==> config.mk <==
export PLATFORM = sky130hd
export DESIGN_NAME = button_debounce_hold_events
export DESIGN_NICKNAME = d
export VERILOG_FILES = /design/src/rtl/bdhe_pkg.sv /design/src/rtl/bdhe_button.sv /design/src/rtl/button_debounce_hold_events.sv
export SDC_FILE = /design/constraint.sdc
export NUM_CORES = 1
export LEC_CHECK = 0
export ABC_AREA = 1
export BUFFER_PORTS_ARGS = -buffer_cell sky130_fd_sc_hd__buf_4
export CAP_MARGIN = 20
export CORE_MARGIN = 2
export CORE_UTILIZATION = 62
export CTS_CLUSTER_DIAMETER = 60
export DETAILED_ROUTE_END_ITERATION = 12
export PLACE_DENSITY = 0.91
export SETUP_SLACK_MARGIN = 0.3
export SLEW_MARGIN = 20
export SYNTH_ARGS = -nofsm -noshare
export SYNTH_HDL_FRONTEND = slang
export SYNTH_SLANG_ARGS = --single-unit
==> constraint.sdc <==
create_clock -name clock -period 7.7 [get_ports clock]
set_input_delay 0.385 -clock clock [delete_from_list [all_inputs] [get_ports clock]]
set_output_delay 0.385 -clock clock [all_outputs]
set_load 0.02 [all_outputs]
==> src/rtl/bdhe_pkg.sv <==
// Shared types and constants for the button debouncer with hold events.
package bdhe_pkg;

   localparam int NUM_BUTTONS_DEFAULT = 3;
   localparam int PIN_COUNT           = 3;
   localparam int DEBOUNCE_W          = 8;
   localparam int HOLD_W              = 16;
   localparam int ENABLE_W            = 3;
   localparam int INDEX_W             = 2;
   localparam int CSR_ADDR_W          = 4;
   localparam int CSR_DATA_W          = 32;
   localparam int REQ_DATA_W          = 8;
   localparam int RSP_DATA_W          = 8;

   localparam logic [DEBOUNCE_W-1:0] DEBOUNCE_RESET = 8'd5;
   localparam logic [HOLD_W-1:0]     HOLD_RESET     = 16'd100;
   localparam logic [ENABLE_W-1:0]   ENABLE_RESET   = 3'd4;

   typedef enum logic [1:0] {
      REG_DEBOUNCE = 2'd0,
      REG_HOLD     = 2'd1,
      REG_ENABLE   = 2'd2,
      REG_UNUSED   = 2'd3
   } reg_index_type;

   typedef enum logic [2:0] {
      EV_NONE     = 3'd0,
      EV_PRESSED  = 3'd1,
      EV_SHORT    = 3'd2,
      EV_RELEASED = 3'd3,
      EV_LONG     = 3'd4
   } event_type;

   typedef struct packed {
      logic tick;
      logic clear;
      logic now;
      logic long_en;
   } cell_ctrl_type;

endpackage

==> src/rtl/bdhe_button.sv <==
// Per-button debounce counter, hold timer and pending event latch.
module bdhe_button (
   input  logic                                  clock,
   input  logic                                  reset,
   input  bdhe_pkg::cell_ctrl_type               ctrl,
   input  logic [bdhe_pkg::DEBOUNCE_W-1:0]       stable_limit,
   input  logic [bdhe_pkg::HOLD_W-1:0]           hold_ticks,
   output logic                                  level_next,
   output bdhe_pkg::event_type                   pending
);

   logic                              raw_ff, raw_in;
   logic [bdhe_pkg::DEBOUNCE_W-1:0]   stable_ff, stable_in;
   logic                              level_ff, level_in;
   logic                              prev_ff, prev_in;
   logic [bdhe_pkg::HOLD_W-1:0]       hold_ff, hold_in;
   logic                              long_ff, long_in;
   bdhe_pkg::event_type               pend_ff, pend_in;

   logic [bdhe_pkg::HOLD_W-1:0]       hold_mid;
   logic                              long_mid;
   bdhe_pkg::event_type               pend_mid;
   logic [bdhe_pkg::DEBOUNCE_W-1:0]   stable_upd;
   logic                              level_upd;

   always_comb begin
      if (ctrl.now == raw_ff) begin
         stable_upd = (stable_ff < stable_limit) ? stable_ff + 1'b1 : stable_ff;
      end else begin
         stable_upd = '0;
      end
      level_upd = (stable_upd >= stable_limit) ? ctrl.now : level_ff;

      hold_mid = hold_ff;
      long_mid = long_ff;
      pend_mid = pend_ff;
      if (level_upd != prev_ff) begin
         if (level_upd) begin
            pend_mid = bdhe_pkg::EV_PRESSED;
            hold_mid = '0;
            long_mid = 1'b0;
         end else begin
            pend_mid = long_ff ? bdhe_pkg::EV_RELEASED : bdhe_pkg::EV_SHORT;
         end
      end

      raw_in    = raw_ff;
      stable_in = stable_ff;
      level_in  = level_ff;
      prev_in   = prev_ff;
      hold_in   = hold_ff;
      long_in   = long_ff;
      pend_in   = pend_ff;

      if (ctrl.tick) begin
         raw_in    = ctrl.now;
         stable_in = stable_upd;
         level_in  = level_upd;
         prev_in   = level_upd;
         hold_in   = hold_mid;
         long_in   = long_mid;
         pend_in   = pend_mid;
         if (level_upd) begin
            if (hold_mid < hold_ticks) begin
               hold_in = hold_mid + 1'b1;
            end
            if (ctrl.long_en && (hold_in >= hold_ticks) && !long_mid) begin
               pend_in = bdhe_pkg::EV_LONG;
               long_in = 1'b1;
            end
         end
      end else if (ctrl.clear) begin
         pend_in = bdhe_pkg::EV_NONE;
      end
   end

   always_ff @(posedge clock) begin
      if (reset) begin
         raw_ff    <= 1'b0;
         stable_ff <= '0;
         level_ff  <= 1'b0;
         prev_ff   <= 1'b0;
         hold_ff   <= '0;
         long_ff   <= 1'b0;
         pend_ff   <= bdhe_pkg::EV_NONE;
      end else begin
         raw_ff    <= raw_in;
         stable_ff <= stable_in;
         level_ff  <= level_in;
         prev_ff   <= prev_in;
         hold_ff   <= hold_in;
         long_ff   <= long_in;
         pend_ff   <= pend_in;
      end
   end

   assign level_next = level_in;
   assign pending    = pend_ff;

endmodule

==> src/rtl/button_debounce_hold_events.sv <==
// Top level of the button debouncer with press, release and long-hold events.
// An accepted word is held in the input register and then moved to the result
// register. Throughput: one word per cycle unless the response side stalls;
// the per-button update is a single pass between the input and result registers.
// Reset clears all button state, the pipeline valids and restores the register
// defaults; no clearing pass is needed.
module button_debounce_hold_events #(
   parameter int NUM_BUTTONS = bdhe_pkg::NUM_BUTTONS_DEFAULT
) (
   input  logic                                clock,
   input  logic                                reset,
   input  logic                                req_tvalid,
   output logic                                req_tready,
   // [2:0] pin_levels, [4:3] button_index, [7:5] zero
   input  logic [bdhe_pkg::REQ_DATA_W-1:0]     req_tdata,
   // [0] action
   input  logic [0:0]                          req_tuser,
   output logic                                rsp_tvalid,
   input  logic                                rsp_tready,
   // [2:0] event_code, [5:3] pressed_bits, [6] bad_index, [7] zero
   output logic [bdhe_pkg::RSP_DATA_W-1:0]     rsp_tdata,
   input  logic                                csr_psel,
   input  logic                                csr_penable,
   input  logic                                csr_pwrite,
   input  logic [bdhe_pkg::CSR_ADDR_W-1:0]     csr_paddr,
   input  logic [bdhe_pkg::CSR_DATA_W-1:0]     csr_pwdata,
   output logic [bdhe_pkg::CSR_DATA_W-1:0]     csr_prdata,
   output logic                                csr_pready
);

   logic [bdhe_pkg::DEBOUNCE_W-1:0] debounce_ff, debounce_in;
   logic [bdhe_pkg::HOLD_W-1:0]     hold_ff, hold_in;
   logic [bdhe_pkg::ENABLE_W-1:0]   enable_ff, enable_in;
   bdhe_pkg::reg_index_type         csr_index;
   logic                            csr_write;

   logic                            s1_valid_ff, s1_valid_in;
   logic                            s1_action_ff;
   logic [bdhe_pkg::PIN_COUNT-1:0]  s1_pins_ff;
   logic [bdhe_pkg::INDEX_W-1:0]    s1_index_ff;

   logic                            out_valid_ff, out_valid_in;
   bdhe_pkg::event_type             out_event_ff, out_event_in;
   logic [bdhe_pkg::PIN_COUNT-1:0]  out_pressed_ff, out_pressed_in;
   logic                            out_bad_ff, out_bad_in;

   logic                            advance;
   logic                            req_take;
   logic                            do_tick;
   logic                            do_read;
   logic                            bad_index;

   bdhe_pkg::cell_ctrl_type         cell_ctrl  [NUM_BUTTONS];
   logic [NUM_BUTTONS-1:0]          cell_level;
   bdhe_pkg::event_type             cell_pend  [NUM_BUTTONS];

   assign csr_pready = 1'b1;
   assign csr_index  = bdhe_pkg::reg_index_type'(csr_paddr[3:2]);
   assign csr_write  = csr_psel & csr_penable & csr_pwrite & csr_pready;

   always_comb begin
      debounce_in = debounce_ff;
      hold_in     = hold_ff;
      enable_in   = enable_ff;
      if (csr_write) begin
         case (csr_index)
            bdhe_pkg::REG_DEBOUNCE: debounce_in = csr_pwdata[bdhe_pkg::DEBOUNCE_W-1:0];
            bdhe_pkg::REG_HOLD:     hold_in     = csr_pwdata[bdhe_pkg::HOLD_W-1:0];
            bdhe_pkg::REG_ENABLE:   enable_in   = csr_pwdata[bdhe_pkg::ENABLE_W-1:0];
            default: ;
         endcase
      end
   end

   always_comb begin
      case (csr_index)
         bdhe_pkg::REG_DEBOUNCE: csr_prdata = {24'd0, debounce_ff};
         bdhe_pkg::REG_HOLD:     csr_prdata = {16'd0, hold_ff};
         bdhe_pkg::REG_ENABLE:   csr_prdata = {29'd0, enable_ff};
         default:                csr_prdata = '0;
      endcase
   end

   assign advance    = s1_valid_ff & (~out_valid_ff | rsp_tready);
   assign req_tready = ~s1_valid_ff | advance;
   assign req_take   = req_tvalid & req_tready;
   assign do_tick    = advance & ~s1_action_ff;
   assign do_read    = advance & s1_action_ff;
   assign bad_index  = int'(s1_index_ff) >= NUM_BUTTONS;

   assign s1_valid_in  = req_take | (s1_valid_ff & ~advance);
   assign out_valid_in = advance | (out_valid_ff & ~rsp_tready);

   for (genvar i = 0; i < NUM_BUTTONS; i++) begin : g_button
      if (i < bdhe_pkg::PIN_COUNT) begin : g_pin
         assign cell_ctrl[i].now     = ~s1_pins_ff[i];
         assign cell_ctrl[i].long_en = enable_ff[i];
      end else begin : g_nopin
         assign cell_ctrl[i].now     = 1'b0;
         assign cell_ctrl[i].long_en = 1'b0;
      end
      assign cell_ctrl[i].tick  = do_tick;
      assign cell_ctrl[i].clear = do_read & (int'(s1_index_ff) == i);

      bdhe_button u_button (
         .clock          (clock),
         .reset          (reset),
         .ctrl           (cell_ctrl[i]),
         .stable_limit   (debounce_ff),
         .hold_ticks     (hold_ff),
         .level_next     (cell_level[i]),
         .pending        (cell_pend[i])
      );
   end

   for (genvar j = 0; j < bdhe_pkg::PIN_COUNT; j++) begin : g_pressed
      if (j < NUM_BUTTONS) begin : g_live
         assign out_pressed_in[j] = cell_level[j];
      end else begin : g_dead
         assign out_pressed_in[j] = 1'b0;
      end
   end

   always_comb begin
      out_event_in = bdhe_pkg::EV_NONE;
      if (s1_action_ff) begin
         for (int k = 0; k < NUM_BUTTONS; k++) begin
            if (int'(s1_index_ff) == k) begin
               out_event_in = cell_pend[k];
            end
         end
      end
      out_bad_in = s1_action_ff & bad_index;
   end

   always_ff @(posedge clock) begin
      if (reset) begin
         debounce_ff  <= bdhe_pkg::DEBOUNCE_RESET;
         hold_ff      <= bdhe_pkg::HOLD_RESET;
         enable_ff    <= bdhe_pkg::ENABLE_RESET;
         s1_valid_ff  <= 1'b0;
         out_valid_ff <= 1'b0;
      end else begin
         debounce_ff  <= debounce_in;
         hold_ff      <= hold_in;
         enable_ff    <= enable_in;
         s1_valid_ff  <= s1_valid_in;
         out_valid_ff <= out_valid_in;
      end
   end

   always_ff @(posedge clock) begin
      if (req_take) begin
         s1_action_ff <= req_tuser[0];
         s1_pins_ff   <= req_tdata[2:0];
         s1_index_ff  <= req_tdata[4:3];
      end
      if (advance) begin
         out_event_ff   <= out_event_in;
         out_pressed_ff <= out_pressed_in;
         out_bad_ff     <= out_bad_in;
      end
   end

   assign rsp_tvalid = out_valid_ff;
   assign rsp_tdata  = {1'b0, out_bad_ff, out_pressed_ff, out_event_ff};

endmodule

=== After elaboration in Yosys (flattened, before gate mapping) ===
Index checks and enable logic that the tools add are counted.
Widths: inputs -> output; s select.

* Register bits after elaboration: 135

* Add/sub/neg operators: 6
* Order comparisons: 13
* Eq/ne operators: 10
* Muxes and demuxes: 67
* Bitwise logic cells: 24
* Reductions and logical operators: 17

{| class="wikitable"
|+ Operators by type and width
! kind !! count
|-
| $mux 16 || 18
|-
| $mux 3 || 21
|-
| $add 16x1->16 const B || 3
|-
| $ge 16x16->1 || 3
|-
| $lt 16x16->1 || 3
|-
| $mux 8 || 6
|-
| $pmux 16 s3 || 1
|-
| $add 8x1->8 const B || 3
|-
| $ge 8x8->1 || 3
|-
| $lt 8x8->1 || 3
|-
| $mux 1 || 21
|-
| $and 1x1->1 || 12
|-
| $not 1->1 || 8
|-
| $eq 2x2->1 const B || 3
|-
| $logic_and 1x1->1 || 6
|-
| $reduce_and 2->1 || 3
|-
| $reduce_bool 2->1 || 3
|-
| $logic_not 2->1 || 2
|-
| $or 1x1->1 || 4
|-
| $eq 1x1->1 || 3
|-
| $logic_not 1->1 || 3
|-
| $ne 1x1->1 || 3
|-
| $eq 2x1->1 const B || 1
|-
| $ge 2x2->1 const B || 1
|}

=== Longest topological paths before layout ===
* Depth after elaboration: 17
* Depth in mapped cells: 54

=== Cells and area by module ===
From an unflattened synthesis, not the netlist that was laid out.

* Cell total of the unflattened synthesis: 1819
* Area, all modules: 12411.9 µm²

{| class="wikitable"
|+ Modules (own cells, without submodules)
! module !! instances !! cells each !! area each (µm²) !! seq. area each (µm²)
|-
| bdhe_button at g_button[0].u_button ... || 2 || 512 || 3472.1 || 620.6
|-
| bdhe_button at g_button[1].u_button || 1 || 511 || 3402.0 || 620.6
|-
| button_debounce_hold_events || 1 || 284 || 2065.7 || 970.9
|}

=== Least setup slack after synthesis ===
OpenSTA, ideal clock, no wires.

* Kind: register to register
* Start: reg debounce_ff[1] in the netlist's numbering
* End: reg g_button[0].u_button.pend_ff[0]
* Library setup time: 0.132 ns
* Data arrival time: 5.885 ns
* Required time: 7.568 ns
* Path slack: 1.683 ns
* Stages on the path, launching flop included: 41
* Path buffers: 2
* Clock period less this slack: 6.017 ns
* Path through: dfxtp_1 -> inv_1 -> ha_1 -> a21boi_0 -> o211ai_1 -> nand2_1 -> nand4_1 -> nand2_1 -> nor3_1 -> nand3_1 -> nor2_1 -> or2_2 -> nand3_1 -> inv_1 -> ha_1 -> a21o_1 -> nor2_1 -> nand2_1 -> [5 not listed] -> ha_1 -> a21oi_1 -> a21oi_1 -> a211oi_1 -> buf_2 -> nand3_1 -> nand2_2 -> inv_1 -> ha_1 -> nand2_1 -> inv_1 -> nand3_1 -> nor2_1 -> nand3_1 -> a311oi_1 -> nand2_1 -> o2111ai_1 -> a21oi_1

* Word-level cells in the longest chain between the ends: 17

{| class="wikitable"
|+ RTL lines
! what !! RTL line !! text
|-
| start, declared || button_debounce_hold_events.sv:31 || <nowiki>logic [bdhe_pkg::DEBOUNCE_W-1:0] debounce_ff, debounce_in;</nowiki>
|-
| start signal, assigned || button_debounce_hold_events.sv:138 || <nowiki>debounce_ff <= bdhe_pkg::DEBOUNCE_RESET;</nowiki>
|-
| start signal, assigned || button_debounce_hold_events.sv:144 || <nowiki>debounce_ff <= debounce_in;</nowiki>
|-
| $lt 8x8->1 (*) || bdhe_button.sv:28 || <nowiki>stable_upd = (stable_ff < stable_limit) ? stable_ff + 1'b1 : stable_ff;</nowiki>
|-
| $mux 8 (*) || bdhe_button.sv:28 ||
|-
| $mux 8 (*) || bdhe_button.sv:27 || <nowiki>if (ctrl.now == raw_ff) begin</nowiki>
|-
| via g_button[0].u_button.stable_upd, one bit || bdhe_button.sv:23 || <nowiki>logic [bdhe_pkg::DEBOUNCE_W-1:0] stable_upd;</nowiki>
|-
| $ge 8x8->1 (*) || bdhe_button.sv:32 || <nowiki>level_upd = (stable_upd >= stable_limit) ? ctrl.now : level_ff;</nowiki>
|-
| $mux 1 (*) || bdhe_button.sv:32 ||
|-
| $mux 16 / $ne 1x1->1 (equally long branches) || bdhe_button.sv:38, bdhe_button.sv:37 ||
|-
| $mux 16 || bdhe_button.sv:37 || <nowiki>if (level_upd != prev_ff) begin</nowiki>
|-
| $add 16x1->16 / $lt 16x16->1 (equally long branches) || bdhe_button.sv:65, bdhe_button.sv:64 ||
|-
| $mux 16 || bdhe_button.sv:64 || <nowiki>if (hold_mid < hold_ticks) begin</nowiki>
|-
| $mux 16 || bdhe_button.sv:63 || <nowiki>if (level_upd) begin</nowiki>
|-
| $mux 16 || bdhe_button.sv:55 || <nowiki>if (ctrl.tick) begin</nowiki>
|-
| $ge 16x16->1 || bdhe_button.sv:67 || <nowiki>if (ctrl.long_en && (hold_in >= hold_ticks) && !long_mid) begin</nowiki>
|-
| $logic_and 1x1->1 (2 in series) || bdhe_button.sv:67 ||
|-
| $mux 3 || bdhe_button.sv:67 ||
|-
| $mux 3 (*) || bdhe_button.sv:63 ||
|-
| $mux 3 (*) || bdhe_button.sv:55 ||
|-
| end signal, assigned || bdhe_button.sv:85 || <nowiki>pend_ff <= bdhe_pkg::EV_NONE;</nowiki>
|-
| end signal, assigned || bdhe_button.sv:93 || <nowiki>pend_ff <= pend_in;</nowiki>
|-
| end, declared || bdhe_button.sv:18 || <nowiki>bdhe_pkg::event_type pend_ff, pend_in;</nowiki>
|}

Mark *: on every way through the listed nets, which the timed path passes. The rest lies on a longest branch. The select of a mux whose other input is x is not followed.
A chain may end at the register's enable or synchronous reset.

=== Worst setup path in the final report ===
* Start: reg debounce_ff[7] in the netlist's numbering
* End: reg g_button[1].u_button.pend_ff[2]

* Word-level cells in the longest chain between the ends: 17

{| class="wikitable"
|+ RTL lines
! what !! RTL line
|-
| $lt 8x8->1 (*) || bdhe_button.sv:28
|-
| $mux 8 (*) || bdhe_button.sv:28
|-
| $mux 8 (*) || bdhe_button.sv:27
|-
| via g_button[1].u_button.stable_upd, one bit || bdhe_button.sv:23
|-
| $ge 8x8->1 (*) || bdhe_button.sv:32
|-
| $mux 1 (*) || bdhe_button.sv:32
|-
| $mux 16 / $ne 1x1->1 (equally long branches) || bdhe_button.sv:38, bdhe_button.sv:37
|-
| $mux 16 || bdhe_button.sv:37
|-
| $add 16x1->16 / $lt 16x16->1 (equally long branches) || bdhe_button.sv:65, bdhe_button.sv:64
|-
| $mux 16 || bdhe_button.sv:64
|-
| $mux 16 || bdhe_button.sv:63
|-
| $mux 16 || bdhe_button.sv:55
|-
| $ge 16x16->1 || bdhe_button.sv:67
|-
| $logic_and 1x1->1 (2 in series) || bdhe_button.sv:67
|-
| $mux 3 || bdhe_button.sv:67
|-
| $mux 3 (*) || bdhe_button.sv:63
|-
| $mux 3 (*) || bdhe_button.sv:55
|-
| end signal, assigned || bdhe_button.sv:85
|-
| end signal, assigned || bdhe_button.sv:93
|-
| end, declared || bdhe_button.sv:18
|}

Marks and branches as above.

==> flow_summary.yaml <==
outcome:
  outcome: "finished, final reports clean"
global_routing:
  grt.busiest_layer: "met2"
  grtUsageMet1: 0.3799
  grt_pass1_wl_um: 48560
  use_met3: 0.04800
  grt_pass1_vias: 10620
  grt_max_degree: 65
  met2_usage: 0.5117
  overflow: 0
  antenna_found_initial: 0
  grt_usage: 0.3034
final_layout:
  syn2layout_area_growth_pct: 10.83
  final_cell_mix: "417 x nand2_1, 250 x inv_1, 147 x a21oi_1"
  mostFrequentLayoutCell: "nand2_1"
  layout-drive-gt1-share: 0.1028
  layout.nets: 1934
  finalInstanceArea_um2: 12440
floorplanning:
  row_count: 49
  start_util: 0.6293
  die_x_um: 138.6
  die-area_um2: 19200
  placeableCoreArea_um2: 17840
  io_pins: 95
  die_y_um: 138.6
critical_path:
  slowest_delay_ns: 0.37
  end_kind: "flop"
  rr_startpoint: "debounce_ff[7]$_SDFFE_PP0P_"
  startpoint: "debounce_ff[7]$_SDFFE_PP0P_"
  cp_common_cell: "nand2_1"
  worst-setup-path-type: "flop to flop"
  cp.arrival_ns: 7.42
  crit_fanout: 17
  worstPathRequired_ns: 8.07
  critPathLaunchType: "flop"
  slowest_stage: "dfxtp_1"
  critPathTopFamily: "simple AND/OR/NAND/NOR gates"
  cp_num_buf_inv: 4
cts:
  cts-root-buf: "clkbuf_16"
  cts_inserted_buffers: 17
  cts_tree: "built"
  cts-hold-fix-buffers: 0
  clk_pin_slew_ns: 0.06
  h-tree-depth: 4
  cts.sinks: 135
  insertion_delay_ns: 0.44
  clockBufferDepth: 2
detailed_routing:
  wl_per_cell_um: 15.48
  wirelength_um: 30670
  vias: 11720
  first_iter_violations: 1196
  detail-route-antenna-nets: 0
  drtPass1Iterations: 6
  drc: 0
  via_per_inst: 5.914
logic_synthesis:
  synth_seq_cells: 135
  synth_area_um2: 11230
  ys_top_cells_by_area: "dfxtp_1 22%, ha_1 16%, nand2_1 14%"
  yosysTopAreaCellShare: 0.2175
  ys_types: 41
  syn_inst: 1698
  yosysSeqAreaShare: 0.2523
  synth_area_leader_cell: "dfxtp_1"
  syn_area_per_cell_um2: 6.612
  ys_warn_count: 0
power:
  p_leak_nw: 6.583
  p_per_area_nw_per_um2: 185.3
  vdd_ir_drop_max_mv: 0.1810
sta:
  setup_viol: 0
  fmax_mhz: 141.7
  fin_crit_sh: 0.9162
  worst_slew_pin_slew_ns: 0.7680
  fin_crit_ns: 7.055
  final_max_slew_viol_count: 0
  final_hold_viol_count: 0
  fin_hold_ws_ns: 0.1247
  skew_ns: 0.01367
  relSlewSlack: 0.4872
  tns_ns: 0
  rsz0062_at_grt: "yes"
worst_hold_path:
  holdCritPathClass: "input pin to flop"
  hold_start: "req_tdata[1]"
run:
  cap_violations: 0
placement:
  hpwlAfterDp_um: 20970
  dpl-instance-area_um2: 11670
  globalplace.congestion: 0.9870
  numPortBuffers: 55
## through the flow
step / util / total power [mW] / setup WS (ns) / std cells
global placement: 0.6542 / 1.422 / 0.7432 / 1936
finish: 0.6975 / 2.306 / 0.6453 / 1981
CTS: 0.6858 / 2.245 / 0.4697 / 1968
global route: 0.6973 / 2.417 / 0.03876 / 1980
detailed placement: 0.6542 / 1.455 / 0.6302 / 1936
floorplan: - / 1.300 / 1.683 / 1714
## per-layer routing
metal  wire length, um  vias to the layer above
met5                 0                        -
met1             12490                     5347
met4              1134                        0
met2             14470                      630
li1                  -                     5627
met3              2569                      111
## cells by family after synthesis
family / share of synthesized area
other: 0.0006689
AOI/OAI and AO/OA: 0.1601
adders and majority gates: 0.1605
xor gates and xnor gates: 0.01872
DFF: 0.2523
and+or+nand+nor: 0.2885
buffers and inverters: 0.1191
## repair_timing
action / CTS / global route
resized for setup: 0 / 19
endpoints found under the hold margin: 0 / 0
endpoints found under the setup margin: 0 / 12
setup buffers: 0 / 11
## worst register-to-register path, delay by kind of cell (launching register included)
kind,cells,cell delay (ns)
DFF,1,0.37
adders and majority gates,4,1.24
and+or+nand+nor,29,3.53
AOI/OAI and AO/OA,9,1.43
buffers and inverters,4,0.41
## final cells by class
type / instances / area (um2)
Tap cell: 229 / 286.5
Antenna cell: 1 / 2.502
Multi-Input combinational cell: 1258 / 7256
Clock buffer: 23 / 489.2
Timing Repair Buffer: 73 / 548.0
Inverter: 253 / 953.4
Sequential cell: 135 / 2833
Fill cell: 1404 / 5398
Clock inverter: 9 / 75.07
## sequential cells by signal (all words and copies together), names as in the netlist, 2 cells and up
register,count
g_button.u_button.hold_ff,48
g_button.u_button.stable_ff,24
hold_ff,16
g_button.u_button.pending,9
debounce_ff,8
enable_ff,3
g_button.u_button.level_ff,3
g_button.u_button.long_ff,3
g_button.u_button.prev_ff,3
g_button.u_button.raw_ff,3
out_event_ff,3
out_pressed_ff,3
s1_pins_ff,3
s1_index_ff,2
## final timing paths
path                                                  end  slack, ns  cells after the start
min                               s1_pins_ff[1]$_DFFE_PP_       0.12                      1
min reg2reg                         rsp_tvalid$_SDFF_PP0_       0.47                      2
max reg2reg  g_button[1].u_button.pending[2]$_SDFFE_PP0P_       0.65                     46
max          g_button[1].u_button.pending[2]$_SDFFE_PP0P_       0.65                     46
## cells in the mapped netlist, drive strengths merged
cell type  count
nand3        126
clkbuf        36
a21oi        157
nand4         22
and2           6
nand2        451
nand3b         2
dfxtp        122
xor2          21
a21o           3
a31oi          1
a311oi         1
xnor2          3
nor3          19
edfxtp        13
o21a          13
buf           33
nor4           1
o221ai         2
a21boi         3
inv          253
o211ai        10
a211oi         9
o221a          2
o22ai          6
o21ai        114
ha           144
o2111ai        3
nor2         116
conb           2
or2            4
## report_power, final
group          leakage [nW]  internal [mW]  total (mW)  switching [mW]
Combinational          5.19          0.259       0.746           0.486
Clock                 0.278          0.477       0.800           0.323
Sequential             1.12          0.737       0.760          0.0229
Total                  6.58           1.47        2.31           0.832
(Power assumes the default switching activity.)
